File: src/ocx_pkg.sv
// Package for the ordered crossover block: widths, sizes, walk states and the
// status record passed from the loader to the walk sequencer. No dependencies.
`timescale 1ns / 1ps

package ocx_pkg;

  // Longest parent permutation that the stores hold.
  localparam int MAX_LENGTH = 64;

  // Field widths fixed by the interface.
  localparam int VAL_W  = 6;
  localparam int KEEP_W = 7;

  // Number of distinct element values, one mark bit each.
  localparam int VAL_COUNT = 1 << VAL_W;

  // Store address and element count widths.
  localparam int ADDR_W = (MAX_LENGTH > 1) ? $clog2(MAX_LENGTH) : 1;
  localparam int CNT_W  = $clog2(MAX_LENGTH + 1);

  // Walk sequencer states.
  typedef enum logic [2:0] {
    WS_IDLE,
    WS_KEEP,
    WS_POS,
    WS_FIRST,
    WS_SECOND,
    WS_EMIT
  } walk_state_t;

  // What the loader hands to the walk once the last pair is in.
  typedef struct packed {
    logic             running;
    logic [CNT_W-1:0] n;
    logic [CNT_W-1:0] kb;
    logic [CNT_W-1:0] ke;
    logic             invalid;
  } load_info_t;

endpackage

File: src/ocx_ram.sv
// Generic single write port, single read port RAM with registered read data.
// No dependencies.
`timescale 1ns / 1ps

module ocx_ram #(
  parameter int WIDTH = 6,
  parameter int DEPTH = 64
) (
  input  logic                     clk,
  input  logic                     we,
  input  logic [$clog2(DEPTH)-1:0] waddr,
  input  logic [WIDTH-1:0]         wdata,
  input  logic [$clog2(DEPTH)-1:0] raddr,
  output logic [WIDTH-1:0]         rdata
);

  logic [WIDTH-1:0] mem [DEPTH];

  // Registered read; a read of the address being written returns the old data.
  always_ff @(posedge clk) begin
    if (we) begin
      mem[waddr] <= wdata;
    end
    rdata <= mem[raddr];
  end

endmodule

File: src/ocx_load.sv
// Parent loader: counts stored pairs, tracks repeated and largest values,
// and latches the clamped kept range. Depends on ocx_pkg.
`timescale 1ns / 1ps

module ocx_load (
  input  logic                     clk,
  input  logic                     rst,
  input  logic                     accept,
  input  logic [ocx_pkg::VAL_W-1:0]  first_parent_value,
  input  logic [ocx_pkg::VAL_W-1:0]  second_parent_value,
  input  logic [ocx_pkg::KEEP_W-1:0] keep_begin,
  input  logic [ocx_pkg::KEEP_W-1:0] keep_end,
  input  logic                     last_element,
  input  logic                     done,
  output logic                     we,
  output logic [ocx_pkg::ADDR_W-1:0] waddr,
  output ocx_pkg::load_info_t      info
);
  import ocx_pkg::*;

  logic [CNT_W-1:0]     count;
  logic [CNT_W-1:0]     count_next;
  logic [VAL_COUNT-1:0] first_seen;
  logic [VAL_COUNT-1:0] second_seen;
  logic                 dup;
  logic [VAL_W-1:0]     max_val;
  logic [VAL_W-1:0]     pair_max;
  logic                 running;
  logic [CNT_W-1:0]     n;
  logic [CNT_W-1:0]     kb;
  logic [CNT_W-1:0]     ke;

  // A pair is stored only while there is room; extra elements are dropped.
  assign we         = accept && (count < CNT_W'(MAX_LENGTH));
  assign waddr      = count[ADDR_W-1:0];
  assign count_next = count + CNT_W'(we);
  assign pair_max   = (first_parent_value > second_parent_value) ?
                      first_parent_value : second_parent_value;

  // Load bookkeeping, cleared on reset and when the child has been delivered.
  always_ff @(posedge clk) begin
    if (rst || done) begin
      count       <= '0;
      first_seen  <= '0;
      second_seen <= '0;
      dup         <= 1'b0;
      max_val     <= '0;
      running     <= 1'b0;
    end else if (accept) begin
      if (we) begin
        count <= count_next;
        if (first_seen[first_parent_value] || second_seen[second_parent_value]) begin
          dup <= 1'b1;
        end
        first_seen[first_parent_value]   <= 1'b1;
        second_seen[second_parent_value] <= 1'b1;
        if (pair_max > max_val) begin
          max_val <= pair_max;
        end
      end
      if (last_element) begin
        running <= 1'b1;
      end
    end
  end

  // Length and clamped range, taken from the last transaction.
  always_ff @(posedge clk) begin
    if (accept && last_element) begin
      n  <= count_next;
      kb <= (keep_begin > KEEP_W'(count_next)) ? count_next : keep_begin[CNT_W-1:0];
      ke <= (keep_end > KEEP_W'(count_next)) ? count_next : keep_end[CNT_W-1:0];
    end
  end

  assign info.running = running;
  assign info.n       = n;
  assign info.kb      = kb;
  assign info.ke      = ke;
  assign info.invalid = dup || (KEEP_W'(max_val) >= KEEP_W'(n));

endmodule

File: src/ocx_walk.sv
// Crossover walk sequencer: marks the kept values, then builds the child one
// position at a time from the two parent stores. Depends on ocx_pkg.
`timescale 1ns / 1ps

module ocx_walk (
  input  logic                       clk,
  input  logic                       rst,
  input  ocx_pkg::load_info_t        info,
  input  logic [ocx_pkg::VAL_W-1:0]  first_rdata,
  input  logic [ocx_pkg::VAL_W-1:0]  second_rdata,
  input  logic                       out_stall,
  output logic [ocx_pkg::ADDR_W-1:0] first_raddr,
  output logic [ocx_pkg::ADDR_W-1:0] second_raddr,
  output logic                       out_valid,
  output logic [ocx_pkg::VAL_W-1:0]  child_value,
  output logic                       child_last,
  output logic                       parents_invalid,
  output logic                       done
);
  import ocx_pkg::*;

  walk_state_t          state;
  walk_state_t          state_next;
  logic [CNT_W-1:0]     pos;
  logic [CNT_W-1:0]     pos_next;
  logic [CNT_W-1:0]     j;
  logic [CNT_W-1:0]     j_next;
  logic                 pend;
  logic                 pend_next;
  logic [VAL_W-1:0]     out_val;
  logic [VAL_W-1:0]     out_val_next;
  logic [VAL_COUNT-1:0] kept;
  logic                 in_range;
  logic                 is_last;

  assign in_range = (pos >= info.kb) && (pos < info.ke);
  assign is_last  = (pos + CNT_W'(1)) == info.n;

  // State and counters.
  always_ff @(posedge clk) begin
    if (rst) begin
      state <= WS_IDLE;
      pos   <= '0;
      j     <= '0;
      pend  <= 1'b0;
    end else begin
      state <= state_next;
      pos   <= pos_next;
      j     <= j_next;
      pend  <= pend_next;
    end
  end

  // Child value register, held while the result is stalled.
  always_ff @(posedge clk) begin
    out_val <= out_val_next;
  end

  // Kept value marks; each is set from the registered read data of the first store, flagged by pend.
  always_ff @(posedge clk) begin
    if (rst || done) begin
      kept <= '0;
    end else if (pend) begin
      kept[first_rdata] <= 1'b1;
    end
  end

  // Next state and control.
  always_comb begin
    state_next   = state;
    pos_next     = pos;
    j_next       = j;
    pend_next    = 1'b0;
    out_val_next = out_val;
    done         = 1'b0;
    unique case (state)
      WS_IDLE: begin
        if (info.running) begin
          pos_next   = info.kb;
          j_next     = '0;
          state_next = WS_KEEP;
        end
      end
      WS_KEEP: begin
        if (pos < info.ke) begin
          pos_next  = pos + CNT_W'(1);
          pend_next = 1'b1;
        end else begin
          pos_next   = '0;
          state_next = WS_POS;
        end
      end
      WS_POS: begin
        if (in_range) begin
          state_next = WS_FIRST;
        end else if (j < info.n) begin
          state_next = WS_SECOND;
        end else begin
          out_val_next = '0;
          state_next   = WS_EMIT;
        end
      end
      WS_FIRST: begin
        out_val_next = first_rdata;
        state_next   = WS_EMIT;
      end
      WS_SECOND: begin
        j_next = j + CNT_W'(1);
        if (kept[second_rdata]) begin
          state_next = WS_POS;
        end else begin
          out_val_next = second_rdata;
          state_next   = WS_EMIT;
        end
      end
      WS_EMIT: begin
        if (!out_stall) begin
          if (is_last) begin
            done       = 1'b1;
            state_next = WS_IDLE;
          end else begin
            pos_next   = pos + CNT_W'(1);
            state_next = WS_POS;
          end
        end
      end
      default: begin
        state_next = WS_IDLE;
      end
    endcase
  end

  assign first_raddr     = pos[ADDR_W-1:0];
  assign second_raddr    = j[ADDR_W-1:0];
  assign out_valid       = (state == WS_EMIT);
  assign child_value     = out_val;
  assign child_last      = is_last;
  assign parents_invalid = info.invalid;

endmodule

File: src/permutation_ordered_crossover.sv
// Ordered crossover of two permutations. Parent element pairs are accepted one
// per cycle; the transaction marked last_element also carries the kept range
// and starts the crossover, during which input stays stalled. After a start
// state the crossover sweeps the kept range of the first parent store, marking
// each kept value, then emits the child: a position inside the kept range takes
// the first parent value, any other takes the next second-parent value that is
// not kept, skipping the kept ones, or zero when the second parent has no unused
// value left; each child value is held while the output is stalled. This walk is
// paced by the single read port of each parent store and the mark lookup of the
// walk sequencer. Input is taken again in the cycle after the final child
// transaction.
// Top level; depends on ocx_pkg, ocx_ram, ocx_load and ocx_walk.
`timescale 1ns / 1ps

module permutation_ordered_crossover (
  input  logic                       clk,
  input  logic                       rst,
  input  logic                       in_valid,
  output logic                       in_stall,
  input  logic [ocx_pkg::VAL_W-1:0]  first_parent_value,
  input  logic [ocx_pkg::VAL_W-1:0]  second_parent_value,
  input  logic [ocx_pkg::KEEP_W-1:0] keep_begin,
  input  logic [ocx_pkg::KEEP_W-1:0] keep_end,
  input  logic                       last_element,
  output logic                       out_valid,
  input  logic                       out_stall,
  output logic [ocx_pkg::VAL_W-1:0]  child_value,
  output logic                       child_last,
  output logic                       parents_invalid
);
  import ocx_pkg::*;

  logic              accept;
  logic              done;
  logic              we;
  logic [ADDR_W-1:0] waddr;
  logic [ADDR_W-1:0] first_raddr;
  logic [ADDR_W-1:0] second_raddr;
  logic [VAL_W-1:0]  first_rdata;
  logic [VAL_W-1:0]  second_rdata;
  load_info_t        info;

  // Input is taken only while no crossover is running.
  assign in_stall = info.running;
  assign accept   = in_valid && !in_stall;

  ocx_load u_load (
    .clk                 (clk),
    .rst                 (rst),
    .accept              (accept),
    .first_parent_value  (first_parent_value),
    .second_parent_value (second_parent_value),
    .keep_begin          (keep_begin),
    .keep_end            (keep_end),
    .last_element        (last_element),
    .done                (done),
    .we                  (we),
    .waddr               (waddr),
    .info                (info)
  );

  // Parent stores.
  ocx_ram #(.WIDTH(VAL_W), .DEPTH(MAX_LENGTH)) u_first_store (
    .clk   (clk),
    .we    (we),
    .waddr (waddr),
    .wdata (first_parent_value),
    .raddr (first_raddr),
    .rdata (first_rdata)
  );

  ocx_ram #(.WIDTH(VAL_W), .DEPTH(MAX_LENGTH)) u_second_store (
    .clk   (clk),
    .we    (we),
    .waddr (waddr),
    .wdata (second_parent_value),
    .raddr (second_raddr),
    .rdata (second_rdata)
  );

  ocx_walk u_walk (
    .clk             (clk),
    .rst             (rst),
    .info            (info),
    .first_rdata     (first_rdata),
    .second_rdata    (second_rdata),
    .out_stall       (out_stall),
    .first_raddr     (first_raddr),
    .second_raddr    (second_raddr),
    .out_valid       (out_valid),
    .child_value     (child_value),
    .child_last      (child_last),
    .parents_invalid (parents_invalid),
    .done            (done)
  );

  // No new parents are taken while a child is being delivered.
  assert property (@(posedge clk) disable iff (rst) out_valid |-> in_stall)
    else $error("input accepted while child output pending");

  // The final child transaction frees the input side.
  assert property (@(posedge clk) disable iff (rst)
    (out_valid && !out_stall && child_last) |=> !in_stall)
    else $error("input still stalled after final child element");

  // The invalid flag holds across one child.
  assert property (@(posedge clk) disable iff (rst)
    (out_valid && !out_stall && !child_last) |=> $stable(parents_invalid))
    else $error("parents_invalid changed within one child");

endmodule

File: config.mk
export PLATFORM = sky130hd
export DESIGN_NAME = permutation_ordered_crossover
export DESIGN_NICKNAME = d
export VERILOG_FILES = /design/src/ocx_pkg.sv /design/src/ocx_ram.sv /design/src/ocx_load.sv /design/src/ocx_walk.sv /design/src/permutation_ordered_crossover.sv
export SDC_FILE = /design/constraint.sdc
export NUM_CORES = 1
export LEC_CHECK = 0
export ABC_AREA = 1
export BUFFER_PORTS_ARGS = -buffer_cell sky130_fd_sc_hd__buf_2
export CORE_UTILIZATION = 55
export CTS_CLUSTER_SIZE = 8
export DETAILED_ROUTE_END_ITERATION = 10
export HOLD_SLACK_MARGIN = 0.1
export PLACE_DENSITY = 0.71
export RECOVER_POWER = 100
export SETUP_SLACK_MARGIN = 0.15
export SLEW_MARGIN = 10
export SYNTH_ARGS = -nofsm -noshare
export SYNTH_HDL_FRONTEND = slang
export SYNTH_HIERARCHICAL = 1
export SYNTH_SLANG_ARGS = --single-unit
File: constraint.sdc
create_clock -name clk -period 3.4 [get_ports clk]
set_input_delay 0.17 -clock clk [delete_from_list [all_inputs] [get_ports clk]]
set_output_delay 0.17 -clock clk [all_outputs]
set_load 0.1 [all_outputs]
After elaboration in Yosys (flattened, before gate mapping). Memory sizes are Yosys's and may differ from the RTL's. A register that Yosys moved wholly into a read port is not among the register bits. Cells that the tools add are included.

Add/sub/neg operators: 3. Multiply operators: 0. Div/mod/pow operators: 0. Order comparisons: 16. Equal/unequal tests: 13. Shift-type cells: 0. Mux-type cells: 40. Bitwise logic cells: 4. Reductions and logical operators: 24.

Operators with widths (number): 64-bit OR (3); 7-bit two-way mux (7); 6-bit by 7-bit < comparator with 1-bit output (second input constant) (4); 6-bit two-way mux (4); 7-bit one-hot mux with 3 select lines (1); 1-bit binary-select mux with 6-bit select (3); 1-bit demux with 6-bit select (3); 6-bit by 1-bit greater-or-equal comparator with 1-bit output (second input constant) (3); 3-bit one-hot mux with 6 select lines (1); 6-bit one-hot mux with 3 select lines (1); 3-bit two-way mux (5); 7-bit by 1-bit adder with 7-bit output (second input constant) (2); 7-bit greater-than comparator (2); 7-bit < comparator (2); 2-bit != test (second input constant) (7); 7-bit one-hot mux with 2 select lines (1); 1-bit two-way mux (13); 6-bit greater-than comparator (2); 3-bit AND reduction (3); 4-bit AND reduction (2); 7-bit by 1-bit adder with 7-bit output (1); 7-bit equality test (1); 6-bit by 7-bit greater-or-equal comparator with 1-bit output (1); 7-bit greater-or-equal comparator (1); 14 further kinds (27).

Flip-flop bits (word level): 252. Bits in latches: 0. Memory bits (writable): 768. Bits in read-only memories: 0. Input port bits: 31. Output and inout bits: 10. Logic and storage cells: 117. Memories: 2.

Memory list: u_first_store.mem (words 64, bits a word 6, read ports 1, clocked after Yosys merged registers in 1, write ports 1, RTL line ocx_ram.sv:17) `logic [WIDTH-1:0] mem [DEPTH];`; u_second_store.mem (words 64, bits a word 6, read ports 1, clocked after Yosys merged registers in 1, write ports 1, RTL line ocx_ram.sv:17).

Depth between registers and ports, before layout.
Depth in word-level cells: 6. Mapped depth: 21. Mapped depth without buffers: 19.

By module. The synthesis kept the hierarchy.

By module, submodules not included: ocx_ram (times used 2, cells each 1376, area each 15930.3 um^2, sequential area each 11651.2 um^2); ocx_load (times used 1, cells each 1118, area each 8124.0 um^2, sequential area each 3493.4 um^2); ocx_walk (times used 1, cells each 675, area each 4723.3 um^2, sequential area each 1821.7 um^2); permutation_ordered_crossover (times used 1, cells each 2, area each 10.0 um^2, sequential area each 0.0 um^2).

Worst setup path before layout. OpenSTA, ideal clock, no wires.

Kind: flip-flop to flip-flop. Start: reg u_load.running. End: reg u_load.kb[4] (data pin). Library setup time: 0.271 ns. Arrival: 2.896 ns. Data required time: 3.129 ns. Slack: 0.233 ns. Stages on the path, launching flop included: 20. Buffers on the path: 3. Period minus slack after synthesis: 3.167 ns. Cell sequence: dfxtp_1 -> buf_4 -> nor2_2 -> inv_1 -> nor2_2 -> buf_4 -> ha_1 -> ha_1 -> nand2_1 -> inv_1 -> nand2_1 -> xor2_1 -> ha_1 -> nand2_1 -> inv_1 -> nand3_1 -> o211ai_1 -> o21ai_0 -> clkbuf_1 -> o21ai_0.

Word-level cells in the longest chain between the ends: 6.

RTL lines: start: declaration (RTL line ocx_load.sv:28) `logic running;`; start signal: assignment (RTL line ocx_load.sv:48) `running <= 1'b0;`; start signal: assignment (RTL line ocx_load.sv:62) `running <= 1'b1;`; 1-bit logical NOT (*) (RTL line permutation_ordered_crossover.sv:45) `assign accept = in_valid && !in_stall;`; 1-bit logical AND (*) (RTL line permutation_ordered_crossover.sv:45); via accept (RTL line permutation_ordered_crossover.sv:33) `logic accept;`; 1-bit logical AND (*) (RTL line ocx_load.sv:34) `assign we = accept && (count < CNT_W'(MAX_LENGTH));`; via we (RTL line permutation_ordered_crossover.sv:35) `logic we;`; 7-bit by 1-bit adder with 7-bit output (*) (RTL line ocx_load.sv:36) `assign count_next = count + CNT_W'(we);`; 7-bit greater-than comparator (RTL line ocx_load.sv:71) `kb <= (keep_begin > KEEP_W'(count_next)) ? count_next : keep_begin[CNT_W-1:0];`; 7-bit two-way mux (*) (RTL line ocx_load.sv:71); end signal: assignment (RTL line ocx_load.sv:71); end: declaration (RTL line ocx_load.sv:30) `logic [CNT_W-1:0] kb;`.

The timed path passes the listed nets; every way through them passes the cells marked *. A chain may end at the register's enable or synchronous reset.

Worst setup path in the final report.
Start: in first_parent_value[5] (netlist name). End: reg u_load.dup.

Word-level cells in the longest chain between the ends: 4.

RTL lines: start: declaration (RTL line permutation_ordered_crossover.sv:20) `input logic [ocx_pkg::VAL_W-1:0] first_parent_value,`; 1-bit binary-select mux with 6-bit select (RTL line ocx_load.sv:52) `if (first_seen[first_parent_value] || second_seen[second_parent_value]) begin`; 1-bit two-way mux (implied by the code) (RTL line ocx_load.sv:52); 1-bit logical OR (RTL line ocx_load.sv:52); 3-bit AND reduction (no source line); end signal: assignment (RTL line ocx_load.sv:46) `dup <= 1'b0;`; end signal: assignment (RTL line ocx_load.sv:53) `dup <= 1'b1;`; end: declaration (RTL line ocx_load.sv:25) `logic dup;`.

Every way passes these cells. The select of a mux whose other input is x is not followed.

==> impl_metrics.env <==
export IMPL_syn_avg_cell_area_um2=9.83
export IMPL_yosysTopAreaCellShare=0.534
export IMPL_synthCells=4547
export IMPL_max_slew_margin_rel=-0.929
export IMPL_syn_nets=4633
export IMPL_worstSetupPathType="input port to register"
export IMPL_power_density_nw_per_um2=659
export IMPL_start_util=0.555
export IMPL_rsz0062_at_grt="no"
export IMPL_post_cts_buffers=0
export IMPL_finalHoldViolCount=0
export IMPL_synth_ff_type="edfxtp_1"
export IMPL_grt_start_max_net_pins=198
export IMPL_path_clk_slew_ns=0.05
export IMPL_ys_warn_count=6
export IMPL_drtPass1Iterations=6
export IMPL_period_needed_ns=3.09
export IMPL_synth_edf_count=795
export IMPL_dieArea_um2=82400
export IMPL_max_freq_ghz=0.324
export IMPL_cts_buffers=147
export IMPL_netlist_top_cell_by_area="edfxtp_1"
export IMPL_post_dp_cell_area_um2=45800
export IMPL_cts_buffer_depth=3
export IMPL_place_hpwl_mm=65.3
export IMPL_drive_gt1_frac=0.0680
export IMPL_syn2layout_area_growth_pct=11.8
export IMPL_p_leak_nw=18.5
export IMPL_rows=104
export IMPL_cp_data_required_time_ns=3.96
export IMPL_drcViolationCount=0
export IMPL_io_buffers=40
export IMPL_htreeDepth=4
export IMPL_hp_class="input port to register"
export IMPL_setup_viol=0
export IMPL_fill_cells=6408
export IMPL_synth_seq_area_share=0.640
export IMPL_root_buffer="clkbuf_16"
export IMPL_via_per_inst=5.69
export IMPL_grt_pass1_wl_mm=171
export IMPL_wl_per_cell_um=19.2
export IMPL_finalSetupTns_ns=0
export IMPL_tightestPinTransition_ns=2.89
export IMPL_cp_start_kind="input port"
export IMPL_gp_congestion=0.861
export IMPL_status="complete, but fails checks"
export IMPL_crit_arrival_ns=3.65
export IMPL_maxCapViolations=6
export IMPL_netlist_area_um2=44700
export IMPL_grt_pass1_vias=30586
export IMPL_synth_cell_types=40
export IMPL_antenna_found_initial=1
export IMPL_synthArstFlopShare=0
export IMPL_clock_latency_ns=0.73
export IMPL_die_h_um=287
export IMPL_detail_route_antenna_nets=0
export IMPL_drt_total_wl_mm=110
export IMPL_cts_tree="built"
export IMPL_nets=4692
export IMPL_via_count=32565
export IMPL_chipWidth_um=287
export IMPL_grt_overflow_total=0
export IMPL_stdcell_area_um2=50000
export IMPL_endpoint_kind="register"
export IMPL_path_max_fanout=64
export IMPL_io_pins=41
export IMPL_grtUsageTotal=0.268
export IMPL_core_area_um2=80500
export IMPL_clkSinkCount=1032
export IMPL_ys_ff_latch=1032
export IMPL_clock_skew_ns=0.0492
export IMPL_maxSlewViolCount=546
export IMPL_synth_area_top_cells="edfxtp_1, nand2_1, dfxtp_1, nand3_1, a21oi_1"
export IMPL_violations="capacitance limit, slew limit"
export IMPL_period_share=0.908
export IMPL_peakVddDrop_mv=0.715
export IMPL_final_util=0.621
export IMPL_drt_initial_drc_count=3663
-- synthesized netlist by cell type (all sizes together), types with 40 or more instances --
cell and number:
a21oi 225, edfxtp 795, ha 55, nor3 40, nand3 798, clkbuf 59
dfxtp 237, inv 268, nor2 258, o21ai 65, nand2 1435, buf 198
-- through the flow --
step	total power, mW	setup WS (ns)	hold slack (ns)	std cells
after global placement	19.8	0.292	0.437	5492
after CTS	33.0	0.176	0.107	5720
after floorplan	18.2	0.233	0.269	4547
after detailed placement	19.9	0.152	0.443	5492
final	32.9	0.314	0.243	5722
after global routing	34.2	0.0786	0.276	5721
-- cell type report --
type	instances	area [µm²]	area share
antenna	2	5.00	0.000100
clock buffer	186	3820	0.0765
clock inverter	17	320	0.00640
inverter	275	1040	0.0208
multi-input combinational	2983	13700	0.274
sequential	1032	28600	0.572
tap	1060	1330	0.0265
timing repair buffer	167	1190	0.0237
-- worst max-delay path, cell delays in order --
cell and delay, ns:
dlygate4sd3_1 0.53, clkbuf_1 0.45, clkbuf_1 0.29, clkbuf_2 1.13
nor3_2 0.32, o21ai_1 0.25, nand2_1 0.09, nor2_1 0.12
nand4_1 0.12, nand2_1 0.08, a21oi_1 0.06
-- flip-flops by register name, indices dropped and copies added, names as in the netlist, 7 cells and up --
name and cells:
u_first_store/mem 384, u_load/count 7, u_load/first_seen 64, u_load/kb 7
u_load/ke 7, u_load/n 7, u_load/second_seen 64, u_second_store/mem 384
u_walk/j 7, u_walk/kept 64, u_walk/pos 7
-- placed cells by master (no fill, tap or decap), types with 3 or more instances in the layout --
cell type	count
a211oi_1	3
a21oi_1	225
a41oi_1	8
buf_12	11
buf_2	21
buf_4	48
clkbuf_1	91
clkbuf_16	147
clkbuf_2	9
clkinv_1	7
clkinv_16	6
dfxtp_1	232
dfxtp_4	3
dlygate4sd3_1	25
edfxtp_1	795
ha_1	55
inv_1	252
inv_16	3
inv_2	14
inv_6	5
nand2_1	1434
nand3_1	797
nand4_1	26
nor2_1	253
nor2_2	4
nor3_1	15
nor3_2	21
nor3_4	4
nor4_1	19
nor4_2	6
o211ai_1	18
o21ai_0	58
o21ai_1	5
o22ai_1	11
xor2_1	7
-- logic make-up after synthesis --
family / Yosys count / share of synthesized area
flip-flops: 1032 / 0.640
XOR/XNOR: 7 / 0.00137
AND/OR/NAND/NOR: 2583 / 0.248
AO/OA/AOI/OAI: 338 / 0.0409
buffers and inverters: 532 / 0.0541
adder cells (fa/ha/maj): 55 / 0.0154
-- report_power, final --
group	leakage (nW)	switching, mW	internal [mW]
registers	9.08	0.236	13.8
logic	7.46	4.16	1.57
clock network	1.99	5.26	7.87
-- layer usage --
metal  wire [µm]  track usage  vias up
met5           0            0        -
met4        2780       0.0860        0
met3        8560       0.0484      209
met2       51600        0.419     1277
met1       47100        0.379    15513
li1            -            -    15566
-- worst paths after layout --
path / startpoint / endpoint / slack, ns / cells past startpoint
max: first_parent_value[5] / u_load/dup / 0.31 / 11
max reg2reg: u_walk/pos[0] / u_load/first_seen[42] / 0.39 / 15
min: last_element / u_load/kb[5] / 0.24 / 3
min reg2reg: u_load/second_seen[60] / u_load/second_seen[60] / 0.45 / 2
-- what timing repair did --
action,in CTS,in global routing
resized for setup,1,5
hold buffers,25,0
pin swaps,0,0
hold endpoints to repair,185,0
endpoints found under the setup margin,1,16
Note: power is estimated with default switching activity, not from simulation.
